<file path="src/sv/psa_pkg.sv">
// Package with constants, types and helpers of the priority scheduler with aging.
`default_nettype none
package psa_pkg;

    localparam int NUM_TASKS_DEF = 8;
    localparam logic [15:0] WAIT_LIMIT_RST = 16'd20;
    localparam logic [7:0] PERIOD_RST = 8'd10;
    localparam logic [15:0] TIME_MAX = 16'hFFFF;

    localparam logic CFG_WAIT_LIMIT = 1'b0;
    localparam logic CFG_PERIOD = 1'b1;

    localparam logic OP_LOAD = 1'b0;
    localparam logic OP_TICK = 1'b1;

    // Task table entry: arrival, burst, remaining, priority, started, first run.
    typedef struct packed {
        logic [15:0] arrival;
        logic [15:0] burst;
        logic [15:0] remaining;
        logic [7:0]  priority_num;
        logic        started;
        logic [15:0] first_run;
    } task_t;

    localparam int TASK_W = $bits(task_t);

    typedef enum logic [3:0] {
        ST_IDLE,
        ST_SEL_RD,
        ST_SEL,
        ST_RUN_RD,
        ST_RUN_RD2,
        ST_RUN,
        ST_RUN_WR,
        ST_AGE_RD,
        ST_AGE,
        ST_MOD,
        ST_DONE_RD,
        ST_DONE,
        ST_OUT
    } state_t;

endpackage
`default_nettype wire

</file>
<file path="src/sv/priority_scheduler_aging.sv">
// Top level of the preemptive priority scheduler with aging.
//
//  channel  | direction | contents
//  s_axis   | in        | tdata: operation, slot, arrival_tick, burst_ticks, start_priority
//  m_axis   | out       | tdata: time_after .. all_done (one transfer per tick item)
//  cfg      | in        | cfg_we, cfg_index, cfg_data (0 wait limit, 1 aging period)
//
// A load item is written into the task RAM as it is taken. A tick item keeps the block busy
// after its transfer (N = NUM_TASKS) through the selection pass, the run update, the periodic
// aging pass (sixteen remainder steps per entry) and the all-done scan, and then loads the
// output register. A new item is taken only once the block is back in idle.
// After reset a clearing pass over all N entries empties the task RAM before items are taken.
// The result waits in an output register; a later tick holds before its output cycle
// until that register has been emptied.
`default_nettype none
module priority_scheduler_aging
    import psa_pkg::*;
#(
    parameter int NUM_TASKS = NUM_TASKS_DEF
) (
    input  wire logic        clk,
    input  wire logic        rst_n,
    input  wire logic        s_axis_tvalid,
    output logic             s_axis_tready,
    // [0] operation, [3:1] slot, [19:4] arrival_tick, [35:20] burst_ticks,
    // [43:36] start_priority, [47:44] zero
    input  wire logic [47:0] s_axis_tdata,
    output logic             m_axis_tvalid,
    input  wire logic        m_axis_tready,
    // [15:0] time_after, [18:16] running_slot, [19] idle, [20] preempted,
    // [21] switched, [22] completed, [38:23] turnaround, [54:39] waiting,
    // [70:55] response, [71] all_done
    output logic [71:0]      m_axis_tdata,
    input  wire logic        cfg_we,
    input  wire logic        cfg_index,
    input  wire logic [15:0] cfg_data
);

    localparam int IW = $clog2(NUM_TASKS);
    localparam int CW = $clog2(NUM_TASKS + 1);

    logic [15:0] wait_limit_reg;
    logic [7:0]  period_reg;
    state_t      state_reg, state_next;
    logic [CW-1:0] idx_reg, idx_next;
    logic        clr_reg;
    logic [CW-1:0] clr_idx_reg;

    logic [15:0] time_reg;
    logic        run_valid_reg;
    logic [IW-1:0] run_idx_reg;
    logic        prev_valid_reg;
    logic [2:0]  prev_slot_reg;
    logic        found_reg;
    logic [IW-1:0] sel_reg;
    logic [7:0]  sel_pri_reg;
    logic        preempt_reg, run_ok_reg, sw_reg, done_reg, alldone_reg;
    logic [15:0] tat_reg, wt_reg, rsp_reg;
    logic [IW-1:0] run_slot_reg;
    logic [15:0] age_reg;
    logic [7:0]  rem_reg;
    logic [4:0]  bit_reg;
    task_t       ent_reg;
    logic        out_valid_reg;
    logic [71:0] out_data_reg;

    logic          we;
    logic [IW-1:0] waddr, raddr;
    task_t         wdata, rdata;

    psa_ram #(.WIDTH(TASK_W), .DEPTH(NUM_TASKS)) u_tasks (
        .clk   (clk),
        .we    (we),
        .waddr (waddr),
        .wdata (wdata),
        .raddr (raddr),
        .rdata (rdata)
    );

    logic accept;
    logic [2:0] in_slot;
    logic ready_sel, aged_sel;
    logic [15:0] t_new;
    logic take_sel;
    logic out_free;
    logic [8:0] rem_trial;
    task_t run_ent;

    assign s_axis_tready = (state_reg == ST_IDLE) && !clr_reg;
    assign accept = s_axis_tvalid && s_axis_tready;
    assign in_slot = s_axis_tdata[3:1];
    assign m_axis_tvalid = out_valid_reg;
    assign m_axis_tdata = out_data_reg;
    assign t_new = (time_reg == TIME_MAX) ? TIME_MAX : time_reg + 16'd1;
    assign out_free = !out_valid_reg || m_axis_tready;
    assign rem_trial = {rem_reg, age_reg[15]};

    assign ready_sel = (rdata.remaining != 16'd0) && (rdata.arrival <= time_reg);
    assign aged_sel = ready_sel && (rdata.priority_num > 8'd1)
                      && ((time_reg - rdata.arrival) > wait_limit_reg);

    logic [7:0] pri_sel;
    assign pri_sel = aged_sel ? rdata.priority_num - 8'd1 : rdata.priority_num;

    // With rdata holding the running entry, decides whether the selected task runs next.
    assign take_sel = run_valid_reg
                      ? (found_reg && sel_reg != run_idx_reg && rdata.remaining != 16'd0
                         && sel_pri_reg < rdata.priority_num)
                      : found_reg;

    always_comb
    begin
        run_ent = rdata;
        run_ent.started = 1'b1;
        if (!rdata.started) run_ent.first_run = time_reg;
        run_ent.remaining = rdata.remaining - 16'd1;
    end

    logic last_idx;
    assign last_idx = (idx_reg == CW'(NUM_TASKS - 1));

    // Next state.
    always_comb
    begin
        state_next = state_reg;
        case (state_reg)
            ST_IDLE:    if (accept && s_axis_tdata[0] == OP_TICK) state_next = ST_SEL_RD;
            ST_SEL_RD:  state_next = ST_SEL;
            ST_SEL:     state_next = last_idx ? ST_RUN_RD : ST_SEL_RD;
            ST_RUN_RD:  state_next = ST_RUN_RD2;
            ST_RUN_RD2: state_next = ST_RUN;
            ST_RUN:     state_next = ST_RUN_WR;
            ST_RUN_WR:  state_next = ST_AGE_RD;
            ST_AGE_RD:  state_next = ST_AGE;
            ST_AGE:     state_next = ST_MOD;
            ST_MOD:
            begin
                if (bit_reg != 5'd0) state_next = ST_MOD;
                else state_next = last_idx ? ST_DONE_RD : ST_AGE_RD;
            end
            ST_DONE_RD: state_next = ST_DONE;
            ST_DONE:    state_next = last_idx ? ST_OUT : ST_DONE_RD;
            ST_OUT:     state_next = out_free ? ST_IDLE : ST_OUT;
            default:    state_next = ST_IDLE;
        endcase
    end

    // RAM addressing and writes.
    always_comb
    begin
        we = 1'b0;
        waddr = idx_reg[IW-1:0];
        wdata = ent_reg;
        raddr = idx_reg[IW-1:0];
        idx_next = idx_reg;
        case (state_reg)
            ST_IDLE:
            begin
                idx_next = '0;
                if (clr_reg)
                begin
                    we = 1'b1;
                    waddr = clr_idx_reg[IW-1:0];
                    wdata = '0;
                end
                else if (accept && s_axis_tdata[0] == OP_LOAD && int'(in_slot) < NUM_TASKS)
                begin
                    we = 1'b1;
                    waddr = IW'(in_slot);
                    wdata.arrival = s_axis_tdata[19:4];
                    wdata.burst = s_axis_tdata[35:20];
                    wdata.remaining = s_axis_tdata[35:20];
                    wdata.priority_num = s_axis_tdata[43:36];
                    wdata.started = 1'b0;
                    wdata.first_run = '0;
                end
            end
            ST_SEL:
            begin
                we = aged_sel;
                wdata = rdata;
                wdata.priority_num = pri_sel;
                idx_next = last_idx ? '0 : idx_reg + CW'(1);
            end
            ST_RUN_RD:  raddr = run_idx_reg;
            ST_RUN_RD2: raddr = take_sel ? sel_reg : run_idx_reg;
            ST_RUN_WR:
            begin
                waddr = run_slot_reg;
                we = run_ok_reg;
                wdata = ent_reg;
            end
            ST_MOD:
            begin
                if (bit_reg == 5'd0)
                begin
                    we = (rem_reg == 8'd0) && ent_reg.priority_num > 8'd1
                         && ent_reg.remaining != 16'd0 && ent_reg.arrival <= time_reg
                         && period_reg != 8'd0;
                    wdata.priority_num = ent_reg.priority_num - 8'd1;
                    idx_next = last_idx ? '0 : idx_reg + CW'(1);
                end
            end
            ST_DONE:    idx_next = last_idx ? '0 : idx_reg + CW'(1);
            default:    ;
        endcase
    end

    // Datapath registers.
    always_ff @(posedge clk or negedge rst_n)
    begin
        if (!rst_n)
        begin
            state_reg <= ST_IDLE;
            idx_reg <= '0;
            clr_reg <= 1'b1;
            clr_idx_reg <= '0;
            wait_limit_reg <= WAIT_LIMIT_RST;
            period_reg <= PERIOD_RST;
            time_reg <= '0;
            run_valid_reg <= 1'b0;
            run_idx_reg <= '0;
            prev_valid_reg <= 1'b0;
            prev_slot_reg <= '0;
            out_valid_reg <= 1'b0;
            found_reg <= 1'b0;
        end
        else
        begin
            state_reg <= state_next;
            idx_reg <= idx_next;
            if (cfg_we)
            begin
                if (cfg_index == CFG_WAIT_LIMIT) wait_limit_reg <= cfg_data;
                else period_reg <= cfg_data[7:0];
            end
            if (clr_reg)
            begin
                clr_idx_reg <= clr_idx_reg + CW'(1);
                if (clr_idx_reg == CW'(NUM_TASKS - 1)) clr_reg <= 1'b0;
            end
            if (state_reg == ST_OUT && out_free) out_valid_reg <= 1'b1;
            else if (out_valid_reg && m_axis_tready) out_valid_reg <= 1'b0;

            case (state_reg)
                ST_IDLE:
                begin
                    found_reg <= 1'b0;
                    if (accept && s_axis_tdata[0] == OP_LOAD && run_valid_reg
                        && int'(in_slot) == int'(run_idx_reg))
                        run_valid_reg <= 1'b0;
                end
                ST_SEL:
                begin
                    if (ready_sel && (!found_reg || pri_sel < sel_pri_reg))
                    begin
                        found_reg <= 1'b1;
                        sel_reg <= idx_reg[IW-1:0];
                        sel_pri_reg <= pri_sel;
                    end
                end
                ST_RUN_RD2:
                begin
                    // rdata holds the running entry (after selection aging).
                    preempt_reg <= run_valid_reg && take_sel;
                    if (take_sel)
                    begin
                        run_valid_reg <= 1'b1;
                        run_idx_reg <= sel_reg;
                    end
                    else if (run_valid_reg && rdata.remaining == 16'd0)
                        run_valid_reg <= 1'b0;
                end
                ST_RUN:
                begin
                    // Second read returns the chosen entry; the selected one is ready,
                    // so its remaining count is nonzero.
                    ent_reg <= run_ent;
                    run_ok_reg <= run_valid_reg;
                    run_slot_reg <= run_idx_reg;
                    done_reg <= 1'b0;
                    tat_reg <= '0;
                    wt_reg <= '0;
                    rsp_reg <= '0;
                    sw_reg <= 1'b0;
                    if (run_valid_reg)
                    begin
                        if (rdata.remaining == 16'd1)
                        begin
                            done_reg <= 1'b1;
                            tat_reg <= t_new - rdata.arrival;
                            wt_reg <= ((t_new - rdata.arrival) >= rdata.burst)
                                      ? (t_new - rdata.arrival) - rdata.burst : 16'd0;
                            rsp_reg <= (rdata.started ? rdata.first_run : time_reg)
                                       - rdata.arrival;
                            run_valid_reg <= 1'b0;
                        end
                        sw_reg <= prev_valid_reg && (prev_slot_reg != 3'(run_idx_reg));
                        prev_valid_reg <= 1'b1;
                        prev_slot_reg <= 3'(run_idx_reg);
                    end
                    else
                        prev_valid_reg <= 1'b0;
                    time_reg <= t_new;
                end
                ST_AGE:
                begin
                    ent_reg <= rdata;
                    age_reg <= time_reg - rdata.arrival;
                    rem_reg <= '0;
                    bit_reg <= 5'd16;
                end
                ST_MOD:
                begin
                    // Restoring remainder of the age by the period, one bit a cycle.
                    if (bit_reg != 5'd0)
                    begin
                        rem_reg <= (rem_trial >= {1'b0, period_reg})
                                   ? 8'(rem_trial - {1'b0, period_reg}) : rem_trial[7:0];
                        age_reg <= {age_reg[14:0], 1'b0};
                        bit_reg <= bit_reg - 5'd1;
                    end
                end
                ST_DONE_RD: alldone_reg <= (idx_reg == '0) ? 1'b1 : alldone_reg;
                ST_DONE:    if (rdata.remaining != 16'd0) alldone_reg <= 1'b0;
                ST_OUT:
                begin
                    if (out_free)
                        out_data_reg <= {alldone_reg, rsp_reg, wt_reg, tat_reg, done_reg,
                                         sw_reg, preempt_reg, !run_ok_reg,
                                         run_ok_reg ? 3'(run_slot_reg) : 3'd0, time_reg};
                end
                default: ;
            endcase
        end
    end

endmodule
`default_nettype wire

</file>
<file path="src/sv/psa_ram.sv">
// Generic single-port-write, single-port-read RAM with registered read data.
`default_nettype none
module psa_ram #(
    parameter int WIDTH = 8,
    parameter int DEPTH = 8
) (
    input  wire logic                     clk,
    input  wire logic                     we,
    input  wire logic [$clog2(DEPTH)-1:0] waddr,
    input  wire logic [WIDTH-1:0]         wdata,
    input  wire logic [$clog2(DEPTH)-1:0] raddr,
    output logic [WIDTH-1:0]              rdata
);

    logic [WIDTH-1:0] mem [DEPTH];

    always_ff @(posedge clk)
    begin
        if (we)
        begin
            mem[waddr] <= wdata;
        end
        rdata <= mem[raddr];
    end

endmodule
`default_nettype wire
</file>
<file path="config.mk">
export PLATFORM = sky130hd
export DESIGN_NAME = priority_scheduler_aging
export DESIGN_NICKNAME = d
export VERILOG_FILES = /design/src/sv/psa_pkg.sv /design/src/sv/priority_scheduler_aging.sv /design/src/sv/psa_ram.sv
export SDC_FILE = /design/constraint.sdc
export NUM_CORES = 1
export LEC_CHECK = 0
export ABC_AREA = 1
export BUFFER_PORTS_ARGS = -buffer_cell sky130_fd_sc_hd__buf_2
export CORE_MARGIN = 3
export CORE_UTILIZATION = 57
export CTS_CLUSTER_DIAMETER = 100
export DETAILED_ROUTE_END_ITERATION = 8
export GPL_TIMING_DRIVEN = 1
export PLACE_DENSITY = 0.74
export RECOVER_POWER = 25
export SLEW_MARGIN = 25
export SYNTH_ARGS = -nofsm -noshare
export SYNTH_HDL_FRONTEND = slang
export SYNTH_HIERARCHICAL = 1
export SYNTH_SLANG_ARGS = --single-unit
</file>
<file path="constraint.sdc">
create_clock -name clk -period 9.3 [get_ports clk]
set_clock_uncertainty 0.05 [all_clocks]
set_input_delay 1.86 -clock clk [delete_from_list [all_inputs] [get_ports clk]]
set_output_delay 1.86 -clock clk [all_outputs]
set_load 0.02 [all_outputs]
</file>
== Yosys cells after proc, flatten, opt, wreduce, memory -nomap -nowiden ==
Memory sizes are Yosys's and may differ from the RTL's. A register that Yosys moved wholly into a read port is not among the register bits.
Cells that the tools add are included.

* Flip-flop bits (word level): 304
* Bits in writable memories: 584
* Memories kept: 1
* Input bits: 70
* Word-level logic and storage cells: 202

* Equal/unequal tests: 27
* Add/subtract/negate cells: 12
* Multiplexer cells: 56
* Reductions and logical operators: 60
* Magnitude comparators: 9
* Bitwise gates (word level): 2

{| class="wikitable"
|+ Memory list
! memory !! words !! bits a word !! rd ports !! clocked after memory_dff !! write ports !! RTL line !! source
|-
| u_tasks.mem || 8 || 73 || 1 || 1 || 1 || psa_ram.sv:15 || <nowiki>logic [WIDTH-1:0] mem [DEPTH];</nowiki>
|}

{| class="wikitable"
|+ Operators by type and width
! cell !! count
|-
| 73-bit two-way mux || 2
|-
| 73-bit case mux with 2 select lines || 1
|-
| 48-bit case mux with 2 select lines || 1
|-
| 16-bit subtractor || 4
|-
| 4-bit case mux with 13 select lines || 1
|-
| 16-bit two-way mux || 3
|-
| 17-bit case mux with 2 select lines || 1
|-
| 16-bit less-or-equal comparator || 2
|-
| 8-bit two-way mux || 4
|-
| 16-bit case mux with 2 select lines || 1
|-
| 16-bit nonzero test || 2
|-
| 4-bit by 3-bit == test with 1-bit output (second input constant) || 6
|-
| 4-bit two-way mux || 6
|-
| 8-bit case mux with 3 select lines || 1
|-
| 1-bit logical AND || 22
|-
| 4-bit == test (second input constant) || 5
|-
| 1-bit two-way mux || 20
|-
| 2-bit AND reduction || 9
|-
| 16-bit by 1-bit adder with 16-bit output (second input constant) || 1
|-
| 16-bit by 1-bit == test with 1-bit output (second input constant) || 1
|-
| 16-bit == test (second input constant) || 1
|-
| 16-bit >= comparator || 1
|-
| 16-bit > comparator || 1
|-
| 8-bit by 1-bit > comparator with 1-bit output (second input constant) || 2
|-
| 38 further kinds || 68
|}

== Longest topological paths before layout ==
Gate-level depths: netlist (run 1).

* Depth after elaboration: 10
* Depth in mapped cells: 33
* Gate-level depth less buffers: 33

== By module ==
Netlist (run 1), hierarchy kept.

{| class="wikitable"
|+ Modules (own cells, without submodules)
! module !! seq. area each (sq um) !! times used !! area an instance (sq um) !! cells each
|-
| psa_ram || 18,998.2 || 1 || 27,058.5 || 2,614
|-
| priority_scheduler_aging || 8,819.7 || 1 || 18,507.8 || 2,101
|}

== Worst setup path after synthesis (run 1) ==
Ideal clock, no wire load.

* Kind: input to register
* Start: input rst_n
* End: register out_data_reg[0], in the netlist m_axis_tdata[0] (enable)
* Arrival time: 6,856 ps
* Slack: 1,804 ps
* Setup time: 590 ps
* Path buffers: 0
* Data required time: 8,660 ps
* Stages on the path: 2
* Cells stage by stage: inv_1 -> nor3_1

* Longest elaborated chain between the ends: 1

{| class="wikitable"
|+ RTL lines
! element !! RTL line !! source
|-
| start, declared || priority_scheduler_aging.sv:22 || <nowiki>input wire logic rst_n,</nowiki>
|-
| 3-bit AND reduction (no source line) || n/a ||
|-
| end signal, assigned || priority_scheduler_aging.sv:329 || <nowiki>out_data_reg <= {alldone_reg, rsp_reg, wt_reg, tat_reg, done_reg,</nowiki>
|-
| end, declared || priority_scheduler_aging.sv:65 || <nowiki>logic [71:0] out_data_reg;</nowiki>
|}

Every way passes these cells.
A chain may end at the register's enable or synchronous reset.

== Final worst setup path (run 1) ==
* Start: register state_reg[0]
* End: memory u_tasks/mem[3][54] in the netlist's numbering (enable)

* Elaborated cells on any way between the ends: 15
* Classes of those cells: eq/ne (3); mux (8); reduce/logical (4)

{| class="wikitable"
|+ RTL lines
! element !! RTL line !! source
|-
| start, declared || priority_scheduler_aging.sv:44 || <nowiki>state_t state_reg, state_next;</nowiki>
|-
| start signal, assigned || priority_scheduler_aging.sv:230 || <nowiki>state_reg <= state_next;</nowiki>
|-
| 4-bit logical NOT || priority_scheduler_aging.sv:89, priority_scheduler_aging.sv:156 ||
|-
| 1-bit logical AND || priority_scheduler_aging.sv:89 || <nowiki>assign s_axis_tready = (state_reg == ST_IDLE) && !clr_reg;</nowiki>
|-
| 1-bit logical AND || priority_scheduler_aging.sv:90 || <nowiki>assign accept = s_axis_tvalid && s_axis_tready;</nowiki>
|-
| 1-bit logical AND || priority_scheduler_aging.sv:166 || <nowiki>else if (accept && s_axis_tdata[0] == OP_LOAD && int'(in_slot) < NUM_TASKS)</nowiki>
|-
| 3-bit two-way mux || priority_scheduler_aging.sv:166 ||
|-
| 3-bit two-way mux || priority_scheduler_aging.sv:160 || <nowiki>if (clr_reg)</nowiki>
|-
| 3-bit case mux with 2 select lines * || priority_scheduler_aging.sv:156 || <nowiki>case (state_reg)</nowiki>
|-
| via waddr[0] || priority_scheduler_aging.sv:68 || <nowiki>logic [IW-1:0] waddr, raddr;</nowiki>
|-
| end, declared || psa_ram.sv:15 ||
|}

Mark *: on every way through the listed nets, which the timed path passes. The rest lies on a longest branch.

==> results by group, run 1 <==
Timing
  – Final-report max-slew violation count: roughly 260
  – Final Hold Viols: 0
  – Worst Hold Slack: roughly 370 ps
  – # setup viols final: 0
  – RSZ-0062 raised after global routing: false
  – Min cycle time layout: about 6500 ps
  – Slew of the pin with the lowest slew margin: 3030 ps
  – Final worst path period share: 69.7%
  – Fmax: 154 MHz
  – Total negative slack: 0 ps
  – Max_slew headroom: -102%

Cells and area
  – Area grow syn2layout: 10.3%
  – Area occupied by registers: 0.0278 mm2
  – Nets@finish: 5033
  – Layout cells sized above 1: between 7 and 8%
  – Area taken by multi-input logic gates: roughly 0.013 mm2
  – # fillers: roughly 6200
  – Final Core Density: between 60 and 70%
  – Max reg flops: between 500 and 600

Hold path
  – Worst hold path class: reg -> reg

Floorplan
  – Initial Util: 57.6%
  – Ports: about 140
  – Core ar.: roughly 0.079 mm2
  – Rows: approximately 100
  – Die Ht: 289 um
  – Die Span X: roughly 290 um
  – Die ar.: roughly 0.083 mm2

Clock tree
  – Clock root cell: clkbuf_16
  – Maximum buffer depth of the clock tree: 3
  – Resize count post-CTS: 0
  – H-tree depth: 3
  – Clk_lat worst skew: 660 ps
  – TritonCTS clock tree: built
  – CTS Hold Bufs: 0
  – Clock tree sinks: about 960
  – Clk slew on worst S/H paths: roughly 60 ps
  – Setup bufs post-CTS: 0
  – CTS Buf Count: 97

Worst setup path
  – Crit path max-delay cell type: nor2_1
  – Critical path arrival: about 6700 ps
  – Worst reg-to-reg setup slack: 2820 ps
  – Worst path cell trace: nor2_1, inv_1, nor2_1, clkinv_1, nor2_1, nand2_2, nor2_1, buf_4, nand2_1, o21ai_0, nor2_1, o211ai_1, nand2_1, nor2_4, buf_4, buf_4
  – Crit-path max FO: 59
  – Nature of the critical path endpoint: register
  – Crit start category: register
  – Setup CP Type: reg -> reg
  – Data required time of the critical path: approximately 9500 ps
  – Worst path most repeated cell: nor2_1
  – CP max stage delay: around 1400 ps

Place
  – Port bufs: between 100 and 150
  – Routability Congestion: around 0.9
  – Post-DP HPWL: about 70000 um

Status
  – Failing checks: capacitance limit, slew limit
  – Outcome: finished with violations

Logic synthesis
  – Syn_nets: 4917
  – Yosys top cell by area: edfxtp_1
  – YS warnings: 6
  – EDFF count, synth: slightly above 800
  – Mapped cell area: roughly 0.046 mm2
  – Post-synth ARST share: under 10%
  – Library cells used by synthesis: 65
  – Synth top area share: 54.4%
  – Syn_area_per_cell: just under 10 um2
  – Synth area leaders: edfxtp_1 (54%), nand2_1 (12%), inv_1 (7.4%)
  – Synth Flop Type: edfxtp_1
  – Flops & latches, synth: slightly below 1000
  – Syn Inst Count: ~4700
  – Seq/Total Area, Yosys: 61.0%

Global routing
  – GR Overflow Total: 0
  – Vias in the first global route: about 31000
  – First-pass GRT wire length: between 150000 and 200000 um
  – Total global-route track usage: 27.1%
  – Pin count of the biggest net entering global routing: 198
  – Initial antenna violation count: 2

Power
  – Leak Pwr: roughly 22 nW
  – Tot Pwr: approximately 15 mW
  – Switching pwr: roughly 5.4 mW
  – Max VDD drop: 0.193 mV
  – Clk pwr share: a little over a quarter
  – Switching share of power: 36.4%
  – Flop pwr share: 40.0%
  – Internal power: approximately 9.5 mW
  – PwrDens: 296 mW/mm2
  – Logic pwr share: around 33%

Drt
  – Vias per cell: 5.46
  – Residual DRC: 0
  – Routed wire length: about 110000 um
  – Initial DRC Count: around 3500
  – WL/cell: about 19 um
  – Post-route ant nets: 0
  – Vias: between 30000 and 40000
  – Drt first pass iters: 7

Job
  – Max_cap viols: 7
[layout by cell type, fill, tap and decap left out, drive strengths merged, types with 6 or more instances in the layout]
cell type / synthesis / layout
nand2: 1415 / 1415
inv: 908 / 908
edfxtp: 825 / 825
nand3: 351 / 351
o21ai: 219 / 219
clkbuf: 44 / 176
nor2: 175 / 175
buf: 121 / 145
a21oi: 128 / 128
ha: 127 / 127
dfxtp: 73 / 73
dfrtp: 58 / 58
xor2: 51 / 51
clkinv: 2 / 27
nor3: 24 / 24
xnor2: 21 / 21
nand4: 18 / 18
o221ai: 17 / 17
o211ai: 16 / 16
a22oi: 15 / 15
nor4: 15 / 15
bufinv: 0 / 13
or2: 11 / 11
o21a: 9 / 9
o2111ai: 9 / 9
a31oi: 8 / 8
o22ai: 6 / 6
[power by group through the flow]
stage	Combinational (mW)	Sequential (mW)	Clock (mW)
detailed placement	4.80	6.03	0
finish	4.89	5.96	4.04
global placement	4.67	6.01	0
CTS	4.85	5.94	4.09
floorplan	3.42	5.94	0
global route	5.44	5.99	4.27
[critical path, delay by kind of cell, from the launching register on]
family                 cells  cell delay (ps)
AOI/OAI and AO/OA          2              370
buffers and inverters      5             2300
DFF                        1              470
and+or+nand+nor            9             2880
[logic make-up after synthesis]
group           Yosys count  share of synthesized area, %
buf+inv                1075                          9.71
flops                   961                          61.0
compound gates          459                          5.82
fa+ha+maj               132                          3.71
xor+xnor                 72                          1.38
simple gates           2016                          18.3
[area by class of cell]
cell class	instances	area share, %
inverters	910	6.83
diodes	1	0.00498
clock inverters	42	1.19
repair buffers	182	1.99
flip-flops and latches	961	55.3
clock buffers	139	5.45
well taps	1050	2.61
multi-input cells	2679	26.6
[final timing paths]
path | start | end | cells after the start
worst min-delay path | rsp_reg[12]$_SDFFCE_PN0P_ | m_axis_tdata[67]$_DFFE_PP_ | 0
max in group asynchronous | rst_n | idx_reg[0]$_DFFE_PN0P_ | 2
worst max-delay path | state_reg[0]$_DFFE_PN0P_ | u_tasks/mem[3][54]$_DFFE_PP_ | 16
worst min register to register | rsp_reg[12]$_SDFFCE_PN0P_ | m_axis_tdata[67]$_DFFE_PP_ | 0
min in group asynchronous | rst_n | period_reg[6]$_DFFE_PN0P_ | 1
worst max register to register | state_reg[0]$_DFFE_PN0P_ | u_tasks/mem[3][54]$_DFFE_PP_ | 16
[cells in the mapped netlist (6+ instances only)]
cell type and instances:
xor2_1 51, a31oi_1 8, o21ai_1 19, o21ai_0 198, nor2_2 7, edfxtp_1 825
o21a_1 9, inv_1 896, o211ai_1 16, xnor2_1 21, dfxtp_1 73, o221ai_1 17
clkbuf_1 43, nor3_1 20, o22ai_1 6, nor4_1 12, nand3_1 347, buf_6 38
nand4_1 17, inv_2 11, buf_1 7, nand2_1 1405, nand2_2 8, buf_2 74
dfrtp_1 58, nor2_1 162, o2111ai_1 9, a21oi_1 126, ha_1 127, a22oi_1 15
or2_2 8
[stage by stage]
| step | cells | cell area, um2 | setup WS, ps |
|---|---|---|---|
| floorplan | 4715 | 45600 | 1800 |
| global placement | 5781 | 47100 | 3130 |
| detailed placement | 5781 | 47100 | 3030 |
| CTS | 5962 | 50400 | 3000 |
| global route | 5963 | 50300 | 2440 |
| finish | 5964 | 50300 | 2820 |
[per-layer routing]
layer  global-route usage (%)  part of all wire, %  vias to the layer above
met1                     37.1                   41                    15400
met3                     4.34                  8.7                      266
met4                     9.72                  3.7                        4
met2                     44.3                   47                     1456
li1                         -                    -                    15500
met5                        0                0.022                        -
(Power assumes the default switching activity.)
==> inputs of run 2 (changes only) <==
==> constraint.sdc (replaced) <==
create_clock -name clk -period 6.2 [get_ports clk]
set_clock_uncertainty 0.05 [all_clocks]
set_input_delay 1.24 -clock clk [delete_from_list [all_inputs] [get_ports clk]]
set_output_delay 1.24 -clock clk [all_outputs]
set_load 0.02 [all_outputs]
==> results by group, run 2 (same netlist as run 1, synthesis figures left out) <==
Global routing
  – Vias in the first global route: about 31000
  – Total global-route track usage: 27.4%
  – Initial antenna violation count: 4
  – Pin count of the biggest net entering global routing: roughly 180
  – First-pass GRT wire length: ~170000 um
  – GR Overflow Total: 0

Timing
  – Slew of the pin with the lowest slew margin: just over 4000 ps
  – Final Hold Viols: 0
  – Worst Hold Slack: between 300 and 400 ps
  – Max_slew headroom: -170%
  – Total negative slack: 0 ps
  – Final worst slack: roughly 350 ps
  – Min cycle time layout: just under 6000 ps
  – Final-report max-slew violation count: around 240
  – Final worst path period share: approximately 94%
  – # setup viols final: 0
  – RSZ-0062 raised after global routing: false
  – Fmax: about 170 MHz

Floorplan
  – Rows: around 100
  – Die ar.: 0.0834 mm2
  – Ports: 144
  – Die Ht: between 200 and 300 um
  – Core ar.: between 0.07 and 0.08 mm2
  – Die Span X: between 200 and 300 um
  – Initial Util: a little under three fifths

Cells and area
  – Layout cells sized above 1: under 10%
  – Max reg flops: 584
  – Area grow syn2layout: 11.2%
  – Final std cell area, no fill: around 0.05 mm2
  – Area taken by multi-input logic gates: around 0.013 mm2
  – Most frequent cells in the layout: nand2_1 (1406), inv_1 (899), edfxtp_1 (825)
  – Nets@finish: 5052
  – Final non-filler cell total: between 5000 and 6000
  – Most common cell after layout, fill and taps aside: nand2_1
  – Final Core Density: between 60 and 70%
  – # fillers: 6212
  – Area occupied by registers: 0.0278 mm2

Clock tree
  – TritonCTS clock tree: built
  – Clock tree sinks: approximately 960
  – Clock root cell: clkbuf_16
  – Resize count post-CTS: 0
  – H-tree depth: 3
  – Clk_lat worst skew: about 670 ps
  – Maximum buffer depth of the clock tree: 3
  – Setup bufs post-CTS: 0
  – CTS Hold Bufs: 0
  – Clk slew on worst S/H paths: around 70 ps
  – CTS Buf Count: around 100

Hold path
  – Worst hold path class: reg -> reg
  – WHS Endpoint: m_axis_tdata[51]$_DFFE_PP_
  – HP Start: wt_reg[12]$_SDFFCE_PN0P_
  – Hold Path Depth: 0

Status
  – Outcome: finished with violations
  – Failing checks: capacitance limit, slew limit

Drt
  – Residual DRC: 0
  – WL/cell: ~19 um
  – Vias per cell: between 5 and 6
  – Initial DRC Count: approximately 3300
  – Vias: roughly 33000
  – Drt first pass iters: 6
  – Routed wire length: around 120000 um
  – Post-route ant nets: 0

Worst setup path
  – FF-to-FF End: u_tasks/mem[3][51]$_DFFE_PP_
  – CP max stage delay: 1770 ps
  – Buf/Inv on CP: 5
  – Reg2reg start: state_reg[0]$_DFFE_PN0P_
  – Critical path arrival: about 6200 ps
  – Data required time of the critical path: between 6000 and 7000 ps
  – Setup CP Type: reg -> reg
  – Critical path's top delay family: buffers and inverters
  – Reg2Reg Depth: 16
  – Nature of the critical path endpoint: register
  – Crit-path max FO: 42
  – Worst path cell trace: nor2_1, inv_1, nor2_1, inv_1, nor2_8, nand2_1, nor2_4, inv_2, clkbuf_1, nand3_2, o21ai_0, nand2_1, o2111ai_1, nand2_1, nor2_4, buf_12
  – Crit start category: register
  – Worst path most repeated cell: nand2_1
  – Worst reg-to-reg setup slack: about 350 ps
  – Crit path max-delay cell type: clkbuf_1
  – Crit path from: state_reg[0]$_DFFE_PN0P_

Place
  – Post-Place Cells: 5800
  – Worst slack, placed: 672 ps
  – Port bufs: 139
  – Post-DP HPWL: ~72000 um
  – Routability Congestion: 0.933
  – Post-DP Area: 0.0474 mm2

Power
  – Leak Pwr: roughly 23 nW
  – Max VDD drop: between 0.2 and 0.3 mV
  – PwrDens: ~450 mW/mm2
  – Tot Pwr: roughly 23 mW

Job
  – Max_cap viols: 6
## run 2: changes by cell type in the layout (fill, tap and decap cells not counted), moves of 3 or more
| cell | delta |
|---|---|
| diode_2 | +3 |
| inv_6 | +3 |
| buf_12 | +17 |
| buf_4 | +3 |
| clkinv_2 | +4 |
| clkbuf_1 | +39 |
| clkinv_1 | +3 |
| buf_2 | -47 |
| clkinvlp_4 | -4 |
## run 2: report_power, final
group	switching [mW]	internal [mW]
Combinational	5.37	2.12
Sequential	0.411	8.53
Clock	2.49	3.71
## run 2: worst max-delay path by stage
stage	endpoint	slack, ps	depth (start not counted)
floorplan	u_tasks/mem[5][0]$_DFFE_PP_	-630	24
global placement	wt_reg[13]$_SDFFCE_PN0P_	760	26
detailed placement	wt_reg[13]$_SDFFCE_PN0P_	670	26
CTS	wt_reg[13]$_SDFFCE_PN0P_	580	26
global route	sel_pri_reg[0]$_DFFE_PP_	40	33
finish	u_tasks/mem[3][51]$_DFFE_PP_	350	16
## run 2: cell type report
cell class                 count  share of cell area, %
antenna                        4                 0.0198
clock buffer                 134                   5.43
multi-input combinational   2679                   26.4
clock inverter                51                   1.36
timing repair buffer         200                   2.49
sequential                   961                   54.9
tap                         1050                   2.59
inverter                     910                   6.76
## run 2: layer usage
layer / GRT usage [%] / up-vias / routed length (um)
met4: 10.2 / 2 / 4070
met1: 36.7 / 15600 / 46500
met5: 0 / - / 13
met2: 45.1 / 1414 / 54700
met3: 4.69 / 264 / 10300
li1: - / 15500 / -
